File: src/sv/jac_pkg.sv
// Shared constants, types and codes of the joystick axis conditioner.
package jac_pkg;

	localparam int AVG_COUNT    = 20;
	localparam int SAMPLE_W     = 8;
	localparam int SUM_W        = 13;
	localparam int CNT_W        = $clog2(AVG_COUNT + 1);
	localparam int AVG_SHIFT    = SUM_W + 5;
	localparam int RECIP_W      = AVG_SHIFT + 1;
	localparam int PROD_W       = SUM_W + RECIP_W;
	localparam int MAG_W        = 8;
	localparam int OFF_W        = MAG_W + 1;
	localparam int GAIN_W       = 9;
	localparam int SCALE_W      = MAG_W + GAIN_W;
	localparam int FRAC_W       = 8;
	localparam int POS_W        = 10;
	localparam int DIR_W        = 3;
	localparam int NUM_AXES     = 2;
	localparam int Q_DEPTH      = 2;
	localparam int Q_PTR_W      = $clog2(Q_DEPTH);
	localparam int Q_CNT_W      = $clog2(Q_DEPTH + 1);
	localparam int CFG_IDX_W    = 3;
	localparam int CFG_DATA_W   = 9;

	localparam logic [RECIP_W-1:0] AVG_RECIP =
		RECIP_W'(((1 << AVG_SHIFT) + AVG_COUNT - 1) / AVG_COUNT);

	localparam logic [MAG_W-1:0]  CENTER_X_RST   = 8'd160;
	localparam logic [MAG_W-1:0]  CENTER_Y_RST   = 8'd159;
	localparam logic [MAG_W-1:0]  DEAD_ZONE_RST  = 8'd20;
	localparam logic [GAIN_W-1:0] GAIN_X_POS_RST = 9'd271;
	localparam logic [GAIN_W-1:0] GAIN_X_NEG_RST = 9'd161;
	localparam logic [GAIN_W-1:0] GAIN_Y_POS_RST = 9'd269;
	localparam logic [GAIN_W-1:0] GAIN_Y_NEG_RST = 9'd164;

	typedef enum logic [DIR_W-1:0] {
		DIR_NEUTRAL = 3'd0,
		DIR_RIGHT   = 3'd1,
		DIR_LEFT    = 3'd2,
		DIR_UP      = 3'd3,
		DIR_DOWN    = 3'd4
	} dir_t;

	typedef enum logic [CFG_IDX_W-1:0] {
		CFG_CENTER_X   = 3'd0,
		CFG_CENTER_Y   = 3'd1,
		CFG_DEAD_ZONE  = 3'd2,
		CFG_GAIN_X_POS = 3'd3,
		CFG_GAIN_X_NEG = 3'd4,
		CFG_GAIN_Y_POS = 3'd5,
		CFG_GAIN_Y_NEG = 3'd6
	} cfg_idx_t;

	typedef struct packed {
		logic [MAG_W-1:0]  center_x;
		logic [MAG_W-1:0]  center_y;
		logic [MAG_W-1:0]  dead_zone;
		logic [GAIN_W-1:0] gain_x_pos;
		logic [GAIN_W-1:0] gain_x_neg;
		logic [GAIN_W-1:0] gain_y_pos;
		logic [GAIN_W-1:0] gain_y_neg;
	} cfg_t;

	typedef struct packed {
		logic [SUM_W-1:0] x_sum;
		logic [SUM_W-1:0] y_sum;
	} sums_t;

endpackage

File: src/sv/jac_fifo.sv
// Short queue of completed sample sums between the front and the back.
module jac_fifo
	import jac_pkg::*;
(
	input  logic  clk,
	input  logic  arst_n,
	input  logic  push,
	input  sums_t push_data,
	output logic  full,
	input  logic  pop,
	output sums_t pop_data,
	output logic  not_empty
);

	sums_t                entry_q [Q_DEPTH];
	logic [Q_PTR_W-1:0]   wr_ptr_q;
	logic [Q_PTR_W-1:0]   rd_ptr_q;
	logic [Q_CNT_W-1:0]   cnt_q;

	assign full      = (cnt_q == Q_CNT_W'(Q_DEPTH));
	assign not_empty = (cnt_q != '0);
	assign pop_data  = entry_q[rd_ptr_q];

	always_ff @(posedge clk or negedge arst_n) begin
		if (!arst_n) begin
			wr_ptr_q <= '0;
			rd_ptr_q <= '0;
			cnt_q    <= '0;
		end else begin
			if (push) begin
				wr_ptr_q <= (wr_ptr_q == Q_PTR_W'(Q_DEPTH - 1)) ? '0 : wr_ptr_q + 1'b1;
			end
			if (pop) begin
				rd_ptr_q <= (rd_ptr_q == Q_PTR_W'(Q_DEPTH - 1)) ? '0 : rd_ptr_q + 1'b1;
			end
			if (push && !pop) begin
				cnt_q <= cnt_q + 1'b1;
			end else if (pop && !push) begin
				cnt_q <= cnt_q - 1'b1;
			end
		end
	end

	always_ff @(posedge clk) begin
		if (push) begin
			entry_q[wr_ptr_q] <= push_data;
		end
	end

endmodule

File: config.mk
export PLATFORM = sky130hd
export DESIGN_NAME = jac_fifo
export DESIGN_NICKNAME = d
export VERILOG_FILES = /design/src/sv/jac_pkg.sv /design/src/sv/jac_fifo.sv
export SDC_FILE = /design/constraint.sdc
export NUM_CORES = 1
export LEC_CHECK = 0
export ABC_AREA = 1
export BUFFER_PORTS_ARGS = -buffer_cell sky130_fd_sc_hd__buf_2
export CAP_MARGIN = 10
export CORE_ASPECT_RATIO = 1.25
export CORE_MARGIN = 1.5
export CORE_UTILIZATION = 51
export DETAILED_ROUTE_END_ITERATION = 16
export PLACE_DENSITY = 0.84
export SETUP_SLACK_MARGIN = 0.4
export SLEW_MARGIN = 20
export SYNTH_ARGS = -nofsm -noshare
export SYNTH_HDL_FRONTEND = slang
export SYNTH_SLANG_ARGS = --single-unit
File: constraint.sdc
create_clock -name clk -period 2.9 [get_ports clk]
set_clock_uncertainty 0.2 [all_clocks]
set_input_delay 0 -clock clk [delete_from_list [all_inputs] [get_ports clk]]
set_output_delay 0 -clock clk [all_outputs]
set_load 0.02 [all_outputs]
==> results_dict.tcl, run 1 <==
set metrics [dict create \
    outcome "finished, final reports clean" \
    insertion_delay_ns 0.29 \
    area_growth_pct 33.35 \
    die_h_um 76.16 \
    cp_slowest_cell "buf_4" \
    period_share 0.6277 \
    setup_tns_ns 0 \
    die_width_um 61.52 \
    critical_path.top_delay_family "buffers and inverters" \
    cap_violations 0 \
    drt-total-wl_um 3869 \
    grt_max_degree 27 \
    yosysTopAreaCell "edfxtp_1" \
    reg2reg_from "wr_ptr_q" \
    yosys_warnings 0 \
    nNetsFinal 230 \
    required_ns 2.70 \
    cts_max_path_buffers 2 \
    min-delay-path-class "in2reg" \
    max_freq_mhz 549.4 \
    layout_common_cells "buf_2 (57), edfxtp_1 (52), dlygate4sd3_1 (30)" \
    timing.max_slew.rel_slack 0.2989 \
    num-fill-cells 283 \
    grt_use_total 0.1788 \
    grt_pass1_wl_um 5858 \
    cts_root_buf "clkbuf_8" \
    syn-instance-count 106 \
    worstSetupPathType "reg2out" \
    yosysUniqueCellTypes 14 \
    diodes 0 \
    seq_area_frac_synth 0.7610 \
    worstSetupEndpoint "pop_data[12]" \
    clk_pin_slew_worst_paths_ns 0.09 \
    via_per_inst 4.770 \
    grt_pass1_vias 1231 \
    crit_buf_inv 2 \
    numCtsBuffers 5 \
    antenna_found_initial 0 \
    rsz0062_at_grt "no" \
    slowest_delay_ns 0.40 \
    start_util 0.5327 \
    crit_chain "buf_4, mux2_2, buf_2" \
    final_antenna_net_count 0 \
    tightest_slew_ns 1.050 \
    placement.io_buffers 57 \
    cp_num_cells 3 \
    synth_seq_cells 56 \
    startpoint "rd_ptr_q" \
    final_common_cell "buf_2" \
    synth_top_area_share 0.7152 \
    cellPowerDensity_nw_per_um2 878.6 \
    row_count 26 \
    num_io_pins 58 \
    period_minus_slack_ns 1.820 \
    die_area_um2 4685 \
    dr.pass1.iters 4 \
    arrival_ns 1.62 \
    grtUsageMet3 0.04244 \
    synth_area_leaders "edfxtp_1 (72%), mux2_4 (13%), dfrtp_1 (4.6%)" \
    vias 1221 \
    vdd_drop_max_v 0.0006330 \
    synth_area_um2 2183 \
    grt_overflow 0 \
    cts_resized 0 \
    cp-start-kind "flip-flop" \
    r2r_slack_ns 1.10 \
    drc 0 \
    end_kind "primary output" \
    met1_usage 0.1895 \
    post_drt_wl_per_cell_um 15.11 \
    gp_congestion 0.6656 \
    worstRegToRegCells 2 \
    drive_gt1_frac 0.4600 \
    maxSlewViolCount 0 \
    cts_tree "done" \
    grtUsageMet2 0.3189 \
    syn_avg_cell_area_um2 20.60 \
    setup_viol 0 \
    clock-sinks 56 \
    syn-num-nets 137 \
    grt-busiest-layer "met2" \
    final_hold_viol_count 0 \
    dp_hpwl_um 2503 \
    p_leak_uw 0.001210 \
    pre_cts_slack_ns 1.102 \
    drt_iter0_markers 25 \
    worstPathMaxFanout 26 \
    post-cts-setup-buffer-count 0 \
    ctsHtreeMaxLevel 2 \
    reg2reg_to "entry_q[1][9]" \
    setup_slack_ns 1.080 \
    fp.coreArea_um2 4099 \
]
## routing by layer
layer / vias to the layer above / wire length, um
met3: 5 / 154
met5: - / 0
li1: 582 / -
met1: 597 / 1456
met2: 37 / 2186
met4: 0 / 72
## kinds of logic (layout without fill, tap and decap cells)
family                     after synthesis  after routing  synth area share
buffers and inverters                   10            104           0.03553
adders and majority gates                1              1          0.005730
and+or+nand+nor                         10             10           0.01891
xor gates and xnor gates                 3              3           0.01204
DFF                                     56             56            0.7610
muxes                                   26             26            0.1668
## worst register-to-register path, cell delays in order, from the launching register on
cell     delay, ns
dfrtp_1       0.40
nand2_1       0.06
inv_1         0.76
## how the worst min path moves through the flow
stage | start | endpoint | slack (ns) | cells past startpoint
floorplan | arst_n | cnt_q[0] | -0.50 | 0
global placement | arst_n | cnt_q[0] | -0.39 | 1
detailed placement | arst_n | wr_ptr_q | -0.39 | 1
CTS | pop | rd_ptr_q | 0.22 | 3
global route | push_data[1] | entry_q[1][1] | 0.22 | 2
finish | push_data[19] | entry_q[0][19] | 0.22 | 2
## power by group
group	internal, uW	total [uW]	switching (uW)	leakage, uW
combinational	423	952	529	0.000621
clock	251	469	218	0.0000532
sequential	1080	1140	57.4	0.000535
## Yosys cell counts (all sizes together)
| cell type | instances |
|---|---|
| xor2 | 2 |
| mux2 | 26 |
| inv | 7 |
| nand4 | 1 |
| xnor2 | 1 |
| buf | 3 |
| edfxtp | 52 |
| nand3 | 1 |
| nand2 | 6 |
| ha | 1 |
| nor2 | 2 |
| dfrtp | 4 |
## sequential cells by signal, summed over array words and instances, names as in the netlist
name	count
entry_q	52
cnt_q	2
rd_ptr_q	1
wr_ptr_q	1
## layout make-up
cell class | count | area [um^2] | area share
timing repair buffer | 89 | 600.6 | 0.2063
sequential | 56 | 1662 | 0.5707
clock inverter | 3 | 37.54 | 0.01289
inverter | 7 | 26.28 | 0.009025
clock buffer | 5 | 68.82 | 0.02364
multi-input combinational | 40 | 446.7 | 0.1534
tap | 56 | 70.07 | 0.02407
## timing repair
| item | CTS | global route |
|---|---|---|
| hold endpoints to repair | 68 | 0 |
| hold buffers | 30 | 0 |
| endpoints found under the setup margin | 0 | 0 |
## metrics by stage
step | total power [uW] | cells | util | hold slack (ns) | instance area [um^2]
global placement | 2042 | 218 | 0.6111 | -0.3924 | 2505
detailed placement | 2085 | 218 | 0.6111 | -0.3891 | 2505
CTS | 2583 | 256 | 0.7103 | 0.2170 | 2912
floorplan | 1886 | 106 | - | -0.4956 | 2183
finish | 2558 | 256 | 0.7103 | 0.2238 | 2912
global route | 2684 | 256 | 0.7103 | 0.2167 | 2912
Power figures use the tool's default switching activity.
==> run 2: changes to the inputs <==
- CORE_UTILIZATION: 51 -> 46
- PLACE_DENSITY: 0.84 -> 0.8
- clock period: 2.9 -> 1.48 ns (I/O delays scaled with it)
==> results_dict.tcl, run 2 (synthesized netlist as in run 1, its figures left out) <==
set metrics [dict create \
    final_hold_viol_count 0 \
    placement.io_buffers 57 \
    max_freq_mhz 620.3 \
    cellPowerDensity_nw_per_um2 1805 \
    num_io_pins 58 \
    vdd_drop_max_v 0.001508 \
    drt-total-wl_um 4706 \
    diodes 0 \
    gp_congestion 0.6343 \
    post_dp_cell_area_um2 2586 \
    drc 0 \
    final_common_cell "edfxtp_1" \
    num-fill-cells 258 \
    largest-register "entry_q" \
    period_minus_slack_ns 1.612 \
    layout_common_cells "edfxtp_1 (52), buf_2 (45), dlygate4sd3_1 (29)" \
    via_per_inst 4.781 \
    cts_tree "done" \
    numCtsBuffers 5 \
    grt_use_total 0.1849 \
    slowest_delay_ns 0.47 \
    fp.coreArea_um2 4493 \
    start_util 0.4859 \
    grt_pass1_vias 1436 \
    row_count 27 \
    vias 1334 \
    grt_overflow 0 \
    grt_pass1_wl_um 6831 \
    ff_latch_area_um2 1663 \
    clk_pin_slew_worst_paths_ns 0.10 \
    arrival_ns 1.41 \
    cts_max_path_buffers 2 \
    violations "setup timing" \
    required_ns 1.28 \
    final_antenna_net_count 0 \
    clock-sinks 56 \
    tightest_slew_ns 0.2345 \
    outcome "finished, violations left" \
    post_drt_wl_per_cell_um 16.87 \
    die_area_um2 5171 \
    worstSetupPathType "reg2out" \
    multi_input_area_um2 489.2 \
    crit_chain "clkbuf_16, mux2_4, buf_2" \
    setup_viol 26 \
    die_width_um 64.62 \
    cp-start-kind "flip-flop" \
    drt_iter0_markers 28 \
    top_regs "entry_q x52, cnt_q x2" \
    p_leak_uw 0.001438 \
    worstPathMaxFanout 10 \
    min-delay-path-class "in2reg" \
    timing.max_slew.rel_slack 0.8432 \
    drive_gt1_frac 0.5566 \
    die_h_um 80.03 \
    area_growth_pct 56.22 \
    cts_root_buf "clkbuf_8" \
    period_share 1.089 \
    dp_hpwl_um 2463 \
    final_util 0.7591 \
    rsz0062_at_grt "yes" \
    insertion_delay_ns 0.30 \
    largest_register_ffs 52 \
    setup_slack_ns -0.1322 \
    cap_violations 0 \
    pre_cts_slack_ns 0.1936 \
    nNetsFinal 251 \
    dr.pass1.iters 4 \
    cp_slowest_cell "dfrtp_2" \
    antenna_found_initial 0 \
    grt_max_degree 21 \
    design_area_um2 3411 \
    ctsHtreeMaxLevel 2 \
    maxSlewViolCount 0 \
    end_kind "primary output" \
]
==> run 2: cell type report <==
type,count,share of cell area
Clock buffer,6,0.02128
Clock inverter,2,0.01027
Inverter,7,0.008804
Multi-Input combinational cell,40,0.1434
Sequential cell,56,0.4875
Tap cell,58,0.02128
Timing Repair Buffer,110,0.3074
==> run 2: report_power, final <==
group          switching, uW  leakage, uW  total (uW)  internal [uW]
Combinational           1290     0.000849        2940           1650
Sequential               143     0.000534        2260           2110
Clock                    459    0.0000552         962            503
Total                   1890      0.00144        6160           4260
==> run 2: worst max-delay path, delay by kind of cell, from the launching register on <==
kind | cells | cell delay, ns
muxes | 1 | 0.29
buffers and inverters | 2 | 0.35
DFF | 1 | 0.47
==> run 2: path summary, 6_finish.rpt <==
kind,startpoint,end,slack (ns),depth (start not counted)
setup / recovery,rd_ptr_q,pop_data[17],-0.13,3
hold / removal,push,wr_ptr_q,0.02,3
setup reg to reg,wr_ptr_q,entry_q[1][25],0.05,5
hold reg to reg,cnt_q[1],cnt_q[1],0.34,2
max in group asynchronous,arst_n,rd_ptr_q,0.46,3
min in group asynchronous,arst_n,wr_ptr_q,0.41,3
==> run 2: metal layers <==
layer / part of all wire / wire [um] / track usage
met1: 0.37 / 1758 / 0.1896
met2: 0.56 / 2623 / 0.3417
met3: 0.038 / 177 / 0.04654
met4: 0.031 / 146 / 0.09787
met5: 0 / 0 / 0
==> run 2: repair_timing <==
action                                  CTS  global route
resized for setup                        28            23
pin swaps                                 5             4
buffers inserted                          9             1
hold buffers                             30             1
endpoints found under the hold margin    59             2
endpoints found under the setup margin   81            84
gates cloned                              3             4
==> run 2: through the flow <==
step	setup TNS (ns)	power [uW]	std cells	hold WS, ns
floorplan	0	3710	106	-0.4956
global placement	0	4155	224	-0.3887
detailed placement	0	4235	224	-0.3834
CTS	-2.930	5728	274	0.07239
global route	-3.853	6391	279	0.02743
finish	-2.874	6156	279	0.02260
==> run 3: changes to the inputs <==
--- a/config.mk
+++ b/config.mk
@@ -11,7 +11,7 @@
 export CORE_ASPECT_RATIO = 1.25
 export CORE_MARGIN = 1.5
-export CORE_UTILIZATION = 46
+export CORE_UTILIZATION = 55
 export DETAILED_ROUTE_END_ITERATION = 16
-export PLACE_DENSITY = 0.8
+export PLACE_DENSITY = 0.89
 export SETUP_SLACK_MARGIN = 0.4
 export SLEW_MARGIN = 20
==> constraint.sdc (replaced) <==
create_clock -name clk -period 1.93 [get_ports clk]
set_clock_uncertainty 0.2 [all_clocks]
set_input_delay 0.386 -clock clk [delete_from_list [all_inputs] [get_ports clk]]
set_output_delay 0.386 -clock clk [all_outputs]
set_load 0.02 [all_outputs]
==> results_dict.tcl, run 3 (synthesized netlist as in run 1, its figures left out) <==
set metrics [dict create \
    cts_root_buf "clkbuf_8" \
    grt_use_total 0.1831 \
    largest_register_ffs 52 \
    final_util 0.7564 \
    swShare 0.3144 \
    dr.pass1.iters 4 \
    cp-start-kind "flip-flop" \
    grt_pass1_wl_um 5678 \
    gp_congestion 0.6342 \
    top_regs "entry_q x52, cnt_q x2" \
    worstPathMaxFanout 15 \
    final_common_cell "edfxtp_1" \
    grt_max_degree 16 \
    hold_ws_ns 0.07105 \
    vdd_drop_max_v 0.0007852 \
    grt_overflow 0 \
    arrival_ns 1.38 \
    dp_cells 220 \
    diodes 0 \
    tightest_slew_ns 0.2177 \
    nNetsFinal 211 \
    combPwrFrac 0.454 \
    cap_violations 0 \
    period_minus_slack_ns 1.967 \
    intPower_uw 2897 \
    min-delay-path-class "in2reg" \
    fp.coreArea_um2 3785 \
    row_count 25 \
    switching_power_uw 1329 \
    largest-register "entry_q" \
    via_per_inst 4.953 \
    drive_gt1_frac 0.5801 \
    p_seq_frac 0.409 \
    grt_pass1_vias 1206 \
    setup_viol 16 \
    start_util 0.5769 \
    required_ns 1.34 \
    crit_chain "buf_12, mux2_4, buf_2" \
    clk_pin_slew_worst_paths_ns 0.09 \
    ff_latch_area_um2 1663 \
    timing.max_slew.rel_slack 0.8549 \
    slowest_delay_ns 0.46 \
    num_io_pins 58 \
    antenna_found_initial 0 \
    cts_max_path_buffers 2 \
    clock-sinks 56 \
    num-fill-cells 222 \
    setup_slack_ns -0.03696 \
    ctsHtreeMaxLevel 2 \
    drc 0 \
    period_share 1.019 \
    cp_slowest_cell "dfrtp_2" \
    p_leak_uw 0.001207 \
    post_drt_wl_per_cell_um 16.05 \
    dp_hpwl_um 2507 \
    max_freq_mhz 508.4 \
    drt_iter0_markers 41 \
    final_antenna_net_count 0 \
    outcome "finished, violations left" \
    post_dp_cell_area_um2 2537 \
    drt-total-wl_um 3772 \
    end_kind "primary output" \
    area_growth_pct 31.12 \
    worstSetupPathType "reg2out" \
    layout_common_cells "edfxtp_1 (52), buf_2 (34), mux2_4 (26)" \
    stdcell_count 235 \
    final_hold_viol_count 0 \
    die_area_um2 4359 \
    maxSlewViolCount 0 \
    cellPowerDensity_nw_per_um2 1476 \
    numCtsBuffers 5 \
    placement.io_buffers 57 \
    design_area_um2 2863 \
    p_clk_frac 0.138 \
    cts_tree "done" \
    violations "setup timing" \
    rsz0062_at_grt "yes" \
    die_h_um 73.44 \
    vias 1164 \
    die_width_um 59.36 \
    multi_input_area_um2 480.5 \
    insertion_delay_ns 0.29 \
]
## run 3: cell types whose count changed in the layout (fill, tap and decap cells not counted), moves of 2 or more
cell | before | now
buf_4 | 1 | 10
dlygate4sd3_1 | 29 | 1
nand2_1 | 3 | 5
mux2_2 | 5 | 0
mux2_4 | 21 | 26
buf_16 | 3 | 0
clkbuf_16 | 4 | 0
buf_2 | 45 | 34
nand2_4 | 2 | 0
buf_12 | 3 | 1
## run 3: worst max-delay path, delay by kind of cell, from the launching register on
kind                   cells  cell delay [ns]
DFF                        1             0.46
muxes                      1             0.29
buffers and inverters      2             0.33
## run 3: routing by layer
layer	part of all wire	track usage	vias up
met1	0.39	0.2096	582
met2	0.55	0.3211	32
met3	0.040	0.04401	8
met5	0	0	-
met4	0.020	0.07828	0
li1	-	-	542
## run 3: worst paths after layout
kind	slack, ns	cells after the start	endpoint	start
min	0.07	1	entry_q[0][10]	push_data[10]
min reg2reg	0.31	2	cnt_q[1]	cnt_q[1]
min in group asynchronous	0.21	2	cnt_q[1]	arst_n
max in group asynchronous	1.17	2	rd_ptr_q	arst_n
max	-0.04	3	pop_data[22]	rd_ptr_q
max reg2reg	0.59	4	rd_ptr_q	rd_ptr_q
## run 3: final cells by class
type	count	area share
clock inverter	1	0.001311
sequential	56	0.5809
timing repair buffer	70	0.1906
clock buffer	7	0.02666
inverter	7	0.009178
multi-input combinational	40	0.1678
tap	54	0.02360
## run 3: power groups by stage
stage | Clock (uW) | Sequential, uW | Combinational, uW
2_1_floorplan | 0 | 1710 | 1130
3_3_place_gp | 0 | 1710 | 1400
3_5_place_dp | 0 | 1740 | 1440
4_1_cts | 599 | 1730 | 1800
5_1_grt | 643 | 1750 | 2010
6_report | 583 | 1730 | 1920
## run 3: stage by stage
| step | power [uW] | worst slack, ns | TNS, ns |
|---|---|---|---|
| after floorplan | 2840 | 0.3680 | 0 |
| after global placement | 3107 | 0.2570 | 0 |
| after detailed placement | 3173 | 0.2108 | 0 |
| after CTS | 4123 | -0.05738 | -0.8357 |
| after global routing | 4407 | -0.08540 | -1.422 |
| final | 4226 | -0.03696 | -0.3758 |
## run 3: timing repair
| item | CTS | global route |
|---|---|---|
| gates resized for setup | 44 | 18 |
| setup buffers | 4 | 1 |
| hold buffers | 1 | 0 |
| pin swaps | 0 | 1 |
| setup endpoints to repair | 28 | 28 |
| gates cloned | 1 | 0 |
| hold endpoints to repair | 4 | 0 |
